**src/rtl/core/sio_cfs_pkg.sv**
```systemverilog
// types, constants and helper functions for the serial command frame sync
// used by every module of the block; depends on nothing else
package sio_cfs_pkg;

    localparam int BYTE_W       = 8;
    localparam int FRAME_BYTES  = 4;
    localparam int MAX_DEVICES  = 8;
    localparam int IDS_W        = MAX_DEVICES * BYTE_W;
    localparam int COUNT_W      = 4;
    localparam int FILL_W       = 3;
    localparam int WIN_IDX_W    = 2;
    localparam int CFG_IDX_W    = 2;
    localparam int CFG_DATA_W   = 64;
    localparam int FRAME_DATA_W = FRAME_BYTES * BYTE_W;

    localparam logic [BYTE_W-1:0]  FAST_ID_LO = 8'h50;
    localparam logic [BYTE_W-1:0]  FAST_ID_HI = 8'h53;
    localparam logic [FILL_W-1:0]  FILL_FULL  = 3'd4;

    // register indexes of the configuration port
    typedef enum logic [CFG_IDX_W-1:0] {
        CFG_ACTIVE_IDS   = 2'd0,
        CFG_ACTIVE_COUNT = 2'd1,
        CFG_FAST_PATH    = 2'd2
    } cfg_index_t;

    typedef struct packed {
        logic [IDS_W-1:0]   active_ids;
        logic [COUNT_W-1:0] active_count;
        logic               fast_path_enable;
    } cfg_t;

    typedef struct packed {
        logic [BYTE_W-1:0] aux_high;
        logic [BYTE_W-1:0] aux_low;
        logic [BYTE_W-1:0] command_code;
        logic [BYTE_W-1:0] device_id;
        logic              skip_delay;
    } frame_t;

    // one step of the end-around-carry sum
    function automatic logic [BYTE_W-1:0] eac_add(input logic [BYTE_W-1:0] a,
                                                  input logic [BYTE_W-1:0] b);
        logic [BYTE_W:0] s;
        begin
            s = {1'b0, a} + {1'b0, b};
            eac_add = s[BYTE_W-1:0] + {{(BYTE_W-1){1'b0}}, s[BYTE_W]};
        end
    endfunction

    // true when the id sits in one of the enabled slots
    function automatic logic id_active(input cfg_t cfg, input logic [BYTE_W-1:0] id);
        logic hit;
        begin
            hit = 1'b0;
            for (int k = 0; k < MAX_DEVICES; k++) begin
                if ((COUNT_W'(k) < cfg.active_count) &&
                    (cfg.active_ids[k*BYTE_W +: BYTE_W] == id)) begin
                    hit = 1'b1;
                end
            end
            id_active = hit;
        end
    endfunction

endpackage

```
**src/rtl/core/sio_cfs_cfg_regs.sv**
```systemverilog
// configuration registers: active ids, active count, fast path enable
// depends on sio_cfs_pkg
module sio_cfs_cfg_regs (
    input  logic                              aclk,
    input  logic                              aresetn,
    input  logic                              cfg_valid,
    output logic                              cfg_ready,
    input  logic [sio_cfs_pkg::CFG_IDX_W-1:0]  cfg_index,
    input  logic [sio_cfs_pkg::CFG_DATA_W-1:0] cfg_data,
    output sio_cfs_pkg::cfg_t                  cfg
);
    import sio_cfs_pkg::*;

    cfg_t cfg_reg;
    cfg_t cfg_next;

    assign cfg_ready = 1'b1;
    assign cfg       = cfg_reg;

    // register write decode
    always_comb begin
        cfg_next = cfg_reg;
        if (cfg_valid) begin
            unique case (cfg_index)
                CFG_ACTIVE_IDS:   cfg_next.active_ids       = cfg_data[IDS_W-1:0];
                CFG_ACTIVE_COUNT: cfg_next.active_count     = cfg_data[COUNT_W-1:0];
                CFG_FAST_PATH:    cfg_next.fast_path_enable = cfg_data[0];
                default:          cfg_next                  = cfg_reg;
            endcase
        end
    end

    always_ff @(posedge aclk) begin
        if (!aresetn) begin
            cfg_reg <= '0;
        end else begin
            cfg_reg <= cfg_next;
        end
    end

endmodule

```
**src/rtl/core/sio_cfs_window.sv**
```systemverilog
// byte window, fill count and frame check for each received byte
// depends on sio_cfs_pkg
module sio_cfs_window (
    input  logic                          aclk,
    input  logic                          aresetn,
    input  logic                          byte_accept,
    input  logic [sio_cfs_pkg::BYTE_W-1:0] rx_byte,
    input  sio_cfs_pkg::cfg_t              cfg,
    output logic                          frame_hit,
    output sio_cfs_pkg::frame_t            frame
);
    import sio_cfs_pkg::*;

    logic [BYTE_W-1:0] win_reg  [FRAME_BYTES];
    logic [BYTE_W-1:0] win_next [FRAME_BYTES];
    logic [FILL_W-1:0] fill_reg;
    logic [FILL_W-1:0] fill_next;
    logic [BYTE_W-1:0] sum;
    logic              full;

    assign full = (fill_reg == FILL_FULL);

    // end-around-carry sum of the four stored bytes
    always_comb begin
        sum = '0;
        for (int i = 0; i < FRAME_BYTES; i++) begin
            sum = eac_add(sum, win_reg[i]);
        end
    end

    assign frame_hit = byte_accept && full && id_active(cfg, win_reg[0]) && (sum == rx_byte);

    // frame fields as they leave on a hit
    always_comb begin
        frame.device_id    = win_reg[0];
        frame.command_code = win_reg[1];
        frame.aux_low      = win_reg[2];
        frame.aux_high     = win_reg[3];
        frame.skip_delay   = cfg.fast_path_enable &&
                             (win_reg[0] >= FAST_ID_LO) && (win_reg[0] <= FAST_ID_HI);
    end

    // window update: fill, clear on a frame, else slide
    always_comb begin
        win_next  = win_reg;
        fill_next = fill_reg;
        if (byte_accept) begin
            if (!full) begin
                win_next[fill_reg[WIN_IDX_W-1:0]] = rx_byte;
                fill_next = fill_reg + FILL_W'(1);
            end else if (frame_hit) begin
                for (int i = 0; i < FRAME_BYTES; i++) begin
                    win_next[i] = '0;
                end
                fill_next = '0;
            end else begin
                for (int i = 0; i < FRAME_BYTES - 1; i++) begin
                    win_next[i] = win_reg[i+1];
                end
                win_next[FRAME_BYTES-1] = rx_byte;
            end
        end
    end

    always_ff @(posedge aclk) begin
        if (!aresetn) begin
            fill_reg <= '0;
            for (int i = 0; i < FRAME_BYTES; i++) begin
                win_reg[i] <= '0;
            end
        end else begin
            fill_reg <= fill_next;
            win_reg  <= win_next;
        end
    end

endmodule

```
**src/rtl/core/sio_cfs_out_reg.sv**
```systemverilog
// result register holding one frame until the downstream side takes it
// depends on sio_cfs_pkg
module sio_cfs_out_reg (
    input  logic               aclk,
    input  logic               aresetn,
    input  logic               load,
    input  sio_cfs_pkg::frame_t frame_in,
    output logic               space,
    output logic               m_tvalid,
    input  logic               m_tready,
    output sio_cfs_pkg::frame_t frame_out
);
    import sio_cfs_pkg::*;

    logic   valid_reg;
    logic   valid_next;
    frame_t frame_reg;

    // room for a new result when empty or draining this cycle
    assign space     = !valid_reg || m_tready;
    assign m_tvalid  = valid_reg;
    assign frame_out = frame_reg;

    always_comb begin
        valid_next = valid_reg;
        if (load) begin
            valid_next = 1'b1;
        end else if (m_tready) begin
            valid_next = 1'b0;
        end
    end

    always_ff @(posedge aclk) begin
        if (!aresetn) begin
            valid_reg <= 1'b0;
        end else begin
            valid_reg <= valid_next;
        end
    end

    // payload needs no reset
    always_ff @(posedge aclk) begin
        if (load) begin
            frame_reg <= frame_in;
        end
    end

endmodule

```
**src/rtl/core/sio_command_frame_sync_unit.sv**
```systemverilog
// serial command frame sync: one received byte per request, one frame out per match
// a frame appears on m_ in the cycle after the request carrying its check byte
// throughput: one byte per cycle; the input stalls only while a result waits unread
// reset (aresetn low, synchronous): window and fill count cleared, output empty,
// configuration registers cleared
module sio_command_frame_sync_unit (
    input  logic                              aclk,
    input  logic                              aresetn,
    input  logic                              s_tvalid,
    output logic                              s_tready,
    input  logic [7:0]                        s_tdata,   // rx_byte[7:0]
    output logic                              m_tvalid,
    input  logic                              m_tready,
    output logic [31:0]                       m_tdata,   // device_id, command_code,
                                                          // aux_low, aux_high
    output logic [0:0]                        m_tuser,   // skip_delay
    input  logic                              cfg_valid,
    output logic                              cfg_ready,
    input  logic [sio_cfs_pkg::CFG_IDX_W-1:0]  cfg_index,
    input  logic [sio_cfs_pkg::CFG_DATA_W-1:0] cfg_data
);
    import sio_cfs_pkg::*;

    cfg_t   cfg;
    frame_t frame;
    frame_t frame_out;
    logic   frame_hit;
    logic   space;
    logic   byte_accept;

    assign s_tready    = space;
    assign byte_accept = s_tvalid && space;

    sio_cfs_cfg_regs u_cfg (
        .aclk      (aclk),
        .aresetn   (aresetn),
        .cfg_valid (cfg_valid),
        .cfg_ready (cfg_ready),
        .cfg_index (cfg_index),
        .cfg_data  (cfg_data),
        .cfg       (cfg)
    );

    sio_cfs_window u_win (
        .aclk        (aclk),
        .aresetn     (aresetn),
        .byte_accept (byte_accept),
        .rx_byte     (s_tdata),
        .cfg         (cfg),
        .frame_hit   (frame_hit),
        .frame       (frame)
    );

    sio_cfs_out_reg u_out (
        .aclk      (aclk),
        .aresetn   (aresetn),
        .load      (frame_hit),
        .frame_in  (frame),
        .space     (space),
        .m_tvalid  (m_tvalid),
        .m_tready  (m_tready),
        .frame_out (frame_out)
    );

    // pack result fields, first field lowest
    assign m_tdata = {frame_out.aux_high, frame_out.aux_low,
                      frame_out.command_code, frame_out.device_id};
    assign m_tuser = frame_out.skip_delay;

endmodule

```
**config.mk**
```make
export PLATFORM = sky130hd
export DESIGN_NAME = sio_command_frame_sync_unit
export DESIGN_NICKNAME = d
export VERILOG_FILES = /design/src/rtl/core/sio_cfs_pkg.sv /design/src/rtl/core/sio_cfs_cfg_regs.sv /design/src/rtl/core/sio_cfs_window.sv /design/src/rtl/core/sio_cfs_out_reg.sv /design/src/rtl/core/sio_command_frame_sync_unit.sv
export SDC_FILE = /design/constraint.sdc
export NUM_CORES = 1
export LEC_CHECK = 0
export ABC_AREA = 1
export BUFFER_PORTS_ARGS = -buffer_cell sky130_fd_sc_hd__buf_2
export CORE_ASPECT_RATIO = 0.6
export CORE_MARGIN = 3
export CORE_UTILIZATION = 40
export CTS_CLUSTER_DIAMETER = 100
export CTS_CLUSTER_SIZE = 20
export DETAILED_ROUTE_END_ITERATION = 8
export SLEW_MARGIN = 20
export SYNTH_ARGS = -nofsm -noshare
export SYNTH_HDL_FRONTEND = slang
export SYNTH_SLANG_ARGS = --single-unit
```
**constraint.sdc**
```tcl
create_clock -name aclk -period 22.2 [get_ports aclk]
set_clock_uncertainty 0.2 [all_clocks]
set_input_delay 1.11 -clock aclk [delete_from_list [all_inputs] [get_ports aclk]]
set_output_delay 1.11 -clock aclk [all_outputs]
set_load 0.01 [all_outputs]
```
==> results of run 1 <==
==> through the flow <==
step / utilization / instances / power (W)
floorplan: - / 986 / 0.000388
global placement: 0.453 / 1307 / 0.000431
detailed placement: 0.453 / 1307 / 0.000432
CTS: 0.484 / 1338 / 0.000709
global route: 0.484 / 1338 / 0.000743
finish: 0.484 / 1338 / 0.000708
==> worst max path at each step <==
stage	end	slack, ns	start
after floorplan	u_out.frame_out[0]$_DFFE_PP_	14.71	u_win.frame[1]$_SDFFE_PN0P_
after global placement	u_out.frame_out[23]$_DFFE_PP_	13.99	u_win.frame[1]$_SDFFE_PN0P_
after detailed placement	u_out.frame_out[24]$_DFFE_PP_	13.67	u_win.frame[1]$_SDFFE_PN0P_
after CTS	u_out.frame_out[16]$_DFFE_PP_	13.62	u_win.frame[1]$_SDFFE_PN0P_
after global routing	u_out.frame_out[19]$_DFFE_PP_	12.80	u_win.frame[1]$_SDFFE_PN0P_
final	u_out.frame_out[19]$_DFFE_PP_	13.60	u_win.frame[1]$_SDFFE_PN0P_
==> cell type report <==
class                           count  area share
Timing Repair Buffer              121      0.0709
Inverter                           89      0.0379
Clock inverter                     13      0.0162
Sequential cell                   138       0.351
Multi-Input combinational cell    719       0.442
Clock buffer                       18      0.0488
Tap cell                          240      0.0340
==> routing by layer <==
metal,up-vias,part of all wire,routed length [um]
met2,235,0.37,7960
met1,3170,0.55,11800
met5,-,0,0
met4,0,0.0024,51
li1,3445,-,-
met3,4,0.079,1690
==> cell usage in the layout (no fill, tap or decap), types with 17 or more instances in the layout <==
master and count:
nor2_1 165, nand2_1 134, buf_2 113, o21ai_0 112, dfxtp_1 105, inv_1 86, a21oi_1 79, nand3_1 71
xnor2_1 45, ha_1 37, edfxtp_1 33, xor2_1 24, clkbuf_16 17
==> cells by family after synthesis <==
logic type	after synthesis
flip-flops	138
XOR/XNOR	69
AO/OA/AOI/OAI	212
other	1
buffers and inverters	129
AND/OR/NAND/NOR	397
adder cells (fa/ha/maj)	40
==> critical path, delay by kind of cell (launching register included) <==
family,cells,cell delay (ns)
AND/OR/NAND/NOR,14,2.29
AO/OA/AOI/OAI,14,2.10
adder cells (fa/ha/maj),8,2.02
buffers and inverters,5,0.74
flip-flops,1,0.72
XOR/XNOR,1,0.18
==> power groups by stage <==
| stage | combinational (W) | sequential (W) | clock [W] |
|---|---|---|---|
| 2_1_floorplan | 0.000108 | 0.000281 | 0 |
| 3_3_place_gp | 0.000142 | 0.000289 | 0 |
| 3_5_place_dp | 0.000142 | 0.000290 | 0 |
| 4_1_cts | 0.000144 | 0.000284 | 0.000281 |
| 5_1_grt | 0.000165 | 0.000286 | 0.000291 |
| 6_report | 0.000146 | 0.000285 | 0.000277 |
==> metrics.cfg, run 1 <==
[critical_path]
start_kind = register
cp.required_ns = 22.06
crit_slowest_cell = dfxtp_1
cp.arrival_ns = 8.46
rr_endpoint = u_out.frame_out[19]$_DFFE_PP_
critPathKind = reg2reg
reg2reg_setup_slack_ns = 13.60
critPathMaxStageDelay_ns = 0.72
worstPathMaxFanout = 35
reg2reg_depth = 42
endpoint_kind = register
rr_startpoint = u_win.frame[1]$_SDFFE_PN0P_

[yosys]
synthFlopType = dfxtp_1
synth-compound-area-share = 0.147
synth_warnings = 0
ys_top_cells_by_area = dfxtp_1 28%, edfxtp_1 13%, nor2_1 8.3%
ys_seq_area_frac = 0.412
synth-simple-area-share = 0.221
ys_top_cells_by_count = 165 x nor2_1, 134 x nand2_1, 112 x o21ai_0
synth.most_common_cell = nor2_1
synth.avg_cell_area_um2 = 7.61
muxShareOfSynthArea = 0
synth_top_area_share = 0.280
syn_inst = 986
synth-seq-cells = 138
synthXorXnorAreaFrac = 0.0805
yosysTopAreaCell = dfxtp_1
synth-edff-count = 33
synth_cell_type_count = 37
async_flop_share = 0
synth_adder_area_share = 0.0697
netlist_area_mm2 = 0.00750
synth_top_family_by_area = simple AND/OR/NAND/NOR gates
synthesis.nets = 1105

[sta]
hold_viol_final = 0
setup_tns_ns = 0
period_minus_slack_ns = 8.60
max_freq_ghz = 0.116
post-route-period-util = 0.387
slew_headroom = 0.451
rsz0062_at_grt = false
worst_pin_slew_ns = 0.823
report.final.slew_viol_count = 0
finalSetupViolations = 0
timing.final.ws_setup_ns = 13.60
finalHoldWorstSlack_ns = 0.247

[min_path]
hold_end = u_cfg.cfg[0]$_SDFFE_PN0P_
min_path_cells = 2
hp-start = u_cfg.cfg[0]$_SDFFE_PN0P_
hold_class = reg2reg

[clock_tree]
root_buffer = clkbuf_16
numCtsBuffers = 17
hold_buffers = 0
cts_tree = built
cts_resized = 0
max-clock-path-buffers = 2
postCtsSetupBuffers = 0
h-tree-depth = 4
clkSlewWorstSetupHoldPaths_ns = 0.06
cts.sinks = 138
clk-insertion-delay-late_ns = 0.41

[power]
switching_share = 0.309
p_int_w = 0.000489
leakage_nw = 3.98
ir_drop_mv = 0.0572
power_density_mw_per_mm2 = 80.2
seq_power_share = 0.403
p_comb_frac = 0.206
p_sw_w = 0.000219
p_clk_frac = 0.392

[drt]
drt-pass1-iter-count = 5
viasPerCell = 5.12
wl_per_cell_um = 16.1
initialDrtViolationCount = 706
vias = 6854
final_antenna_net_count = 0
route.detailed.drc = 0
routed_wl_um = 21500

[floorplan]
start_util = 0.412
core_mm2 = 0.0182
fp.dieH_um = 112
io_pins = 115
fp.dieW_um = 183
dieArea_mm2 = 0.0205
row_count = 38

[finish]
ff_latch_area_mm2 = 0.00309
drive_gt1_frac = 0.152
multiInputGateArea_mm2 = 0.00390
nets = 1205
largest_reg_flops = 69
areaGrowthSynthToFinish_pct = 17.6
n_antenna_cell = 0
nFillCells = 1811
design_area_mm2 = 0.00882

[outcome]
status = completed

[global_route]
grt_util_all_layers = 0.208
grt_busiest_layer = met1
met3_usage = 0.0369
grtUsageMet2 = 0.265
antenna_found_initial = 0
grt_max_degree = 96
grt_pass1_wl_um = 34300
grt_pass1_vias = 6222
grt_overflow = 0
grtUsageMet1 = 0.359

[place]
place_area_mm2 = 0.00825
place_congestion = 0.884
dp_slack_ns = 13.67
portBuffers = 113
hpwl_um = 15600

[run]
maxCapViolCount = 0

(Power assumes the default switching activity.)
==> run 2: changes to the inputs <==
==> constraint.sdc (replaced) <==
create_clock -name aclk -period 8.62 [get_ports aclk]
set_clock_uncertainty 0.2 [all_clocks]
set_input_delay 0.431 -clock aclk [delete_from_list [all_inputs] [get_ports aclk]]
set_output_delay 0.431 -clock aclk [all_outputs]
set_load 0.01 [all_outputs]
==> run 2 against run 1 <==
Net effect:
- clock power rose to 2.7 times the previous value
- combinational power rose to 2.7 times the previous value
- largest cell class unchanged
- first-iteration DRC count increased by 6.1%
- critical path type unchanged
- sequential share of layout area decreased by 0.20 points
- highest routed layer unchanged
- critical path depth stayed put
- flip-flop and latch count unchanged
- largest power group is now clock
- power increased to 2.6 times the previous value
- critical endpoint unchanged
- cell area is 0.57% higher
- routed wire length fell by 0.64%
==> metrics.cfg, run 2 (synthesis gave the netlist of run 1 again) <==
[clock_tree]
clkSlewWorstSetupHoldPaths_ns = 0.07  ; about the same
cts.sinks = 138  ; unchanged
root_buffer = clkbuf_16
numCtsBuffers = 17  ; unchanged
postCtsSetupBuffers = 0  ; unchanged
hold_buffers = 0  ; unchanged
max-clock-path-buffers = 2  ; unchanged
cts_resized = 0  ; unchanged
h-tree-depth = 4  ; unchanged
clk-insertion-delay-late_ns = 0.42  ; about the same
cts_tree = built

[critical_path]
cp.required_ns = 8.48  ; -13.58 ns
endpoint_kind = register
crit_slowest_cell = or3_1
critPathKind = reg2reg
cp.arrival_ns = 7.62  ; -0.84 ns
start_kind = register
critPathMaxStageDelay_ns = 0.39  ; -0.33 ns
worstPathMaxFanout = 33  ; -5.7%

[finish]
areaGrowthSynthToFinish_pct = 18.2
n_antenna_cell = 0  ; unchanged
design_area_mm2 = 0.00887  ; +0.57%
mostFrequentLayoutCell = nor2_1
largest_reg_flops = 69  ; unchanged
final_cell_mix = 165 x nor2_1, 134 x nand2_1, 113 x buf_2
nets = 1210  ; +0.41%
nFillCells = 1843  ; +1.8%
ff_latch_area_mm2 = 0.00309  ; unchanged
drive_gt1_frac = 0.156  ; +0.00370
multiInputGateArea_mm2 = 0.00390  ; unchanged

[drt]
vias = 6808  ; -0.67%
viasPerCell = 5.07  ; -1.1%
drt-pass1-iter-count = 5  ; unchanged
route.detailed.drc = 0  ; unchanged
routed_wl_um = 21300  ; -0.64%
wl_per_cell_um = 15.9  ; -1.1%
initialDrtViolationCount = 749  ; +6.1%
final_antenna_net_count = 0  ; unchanged

[sta]
post-route-period-util = 0.900  ; +0.512
setup_tns_ns = 0  ; unchanged
finalSetupViolations = 0  ; unchanged
hold_viol_final = 0  ; unchanged
report.final.slew_viol_count = 0  ; unchanged
period_minus_slack_ns = 7.76  ; -0.845 ns
max_freq_ghz = 0.129  ; +11%
rsz0062_at_grt = false
worst_pin_slew_ns = 0.818  ; -0.00515 ns
slew_headroom = 0.455  ; +0.00343

[place]
hpwl_um = 15500  ; -0.73%
portBuffers = 113  ; unchanged
place_congestion = 0.945  ; +6.9%
place_area_mm2 = 0.00829  ; +0.46%

[floorplan]
io_pins = 115  ; unchanged
fp.dieH_um = 112  ; unchanged
fp.dieW_um = 183  ; unchanged
core_mm2 = 0.0182  ; unchanged
dieArea_mm2 = 0.0205  ; unchanged
start_util = 0.412  ; unchanged
row_count = 38  ; unchanged

[global_route]
grt_pass1_vias = 6153  ; -1.1%
grt_pass1_wl_um = 33600  ; -1.9%
grt_util_all_layers = 0.207  ; -0.00124
grt_max_degree = 96  ; unchanged
antenna_found_initial = 0  ; unchanged
grt_overflow = 0  ; unchanged

[power]
power_density_mw_per_mm2 = 208  ; +160%
ir_drop_mv = 0.130  ; +130%
leakage_nw = 4.01  ; +0.73%

[run]
maxCapViolCount = 0  ; unchanged

[outcome]
status = completed

[min_path]
hold_class = in2reg

[run 2: changes by cell type in the layout (fill, tap and decap cells not counted)]
cell,change
clkinv_4,+1
inv_6,-1
clkbuf_2,-1
clkbuf_1,+1
buf_4,+5
clkbuf_8,+1
[run 2: stage by stage]
| stage | setup WS, ns | cells | hold slack (ns) | total power [W] | utilization |
|---|---|---|---|---|---|
| floorplan | 1.13 | 986 | 0.224 | 0.00100 | - |
| CTS | 0.913 | 1344 | 0.0244 | 0.00185 | 0.487 |
| global route | 0.139 | 1344 | 0.0290 | 0.00194 | 0.487 |
| global placement | 1.13 | 1312 | 0.242 | 0.00112 | 0.455 |
| finish | 0.862 | 1344 | 0.0309 | 0.00185 | 0.487 |
| detailed placement | 0.935 | 1312 | 0.260 | 0.00112 | 0.455 |
[run 2: where the power goes]
group	internal [W]	total (W)	switching [W]	leakage (nW)
combinational	0.000142	0.000391	0.000249	2.57
clock	0.000437	0.000735	0.000298	0.289
sequential	0.000692	0.000723	0.0000307	1.15
[run 2: worst paths after layout]
check,startpoint,end,slack [ns],cells after the start
setup / recovery,u_win.frame[9]$_SDFFE_PN0P_,u_out.frame_out[19]$_DFFE_PP_,0.86,42
hold / removal,cfg_data[47],u_cfg.cfg[52]$_SDFFE_PN0P_,0.03,3
setup reg to reg,u_win.frame[9]$_SDFFE_PN0P_,u_out.frame_out[19]$_DFFE_PP_,0.86,42
hold reg to reg,u_cfg.cfg[65]$_SDFFE_PN0P_,u_cfg.cfg[65]$_SDFFE_PN0P_,0.27,2
[run 2: critical path: cells and delay by family, from the launching register on]
kind	cells	cell delay, ns
XOR/XNOR	1	0.18
buffers and inverters	5	0.62
adder cells (fa/ha/maj)	8	1.90
AO/OA/AOI/OAI	14	2.08
flip-flops	1	0.38
AND/OR/NAND/NOR	14	2.03
[run 2: routing by layer]
metal	GRT usage	vias to the layer above	routed length [um]
li1	-	3453	-
met1	0.337	3120	11400
met2	0.259	216	7710
met3	0.0664	19	2020
met4	0.0438	0	176
met5	0	-	0
[run 2: cell type report]
| type | instances | share of cell area |
|---|---|---|
| clock buffer | 19 | 0.0499 |
| clock inverter | 13 | 0.0161 |
| inverter | 89 | 0.0377 |
| multi-input combinational | 719 | 0.439 |
| sequential | 138 | 0.349 |
| tap | 240 | 0.0338 |
| timing repair buffer | 126 | 0.0747 |
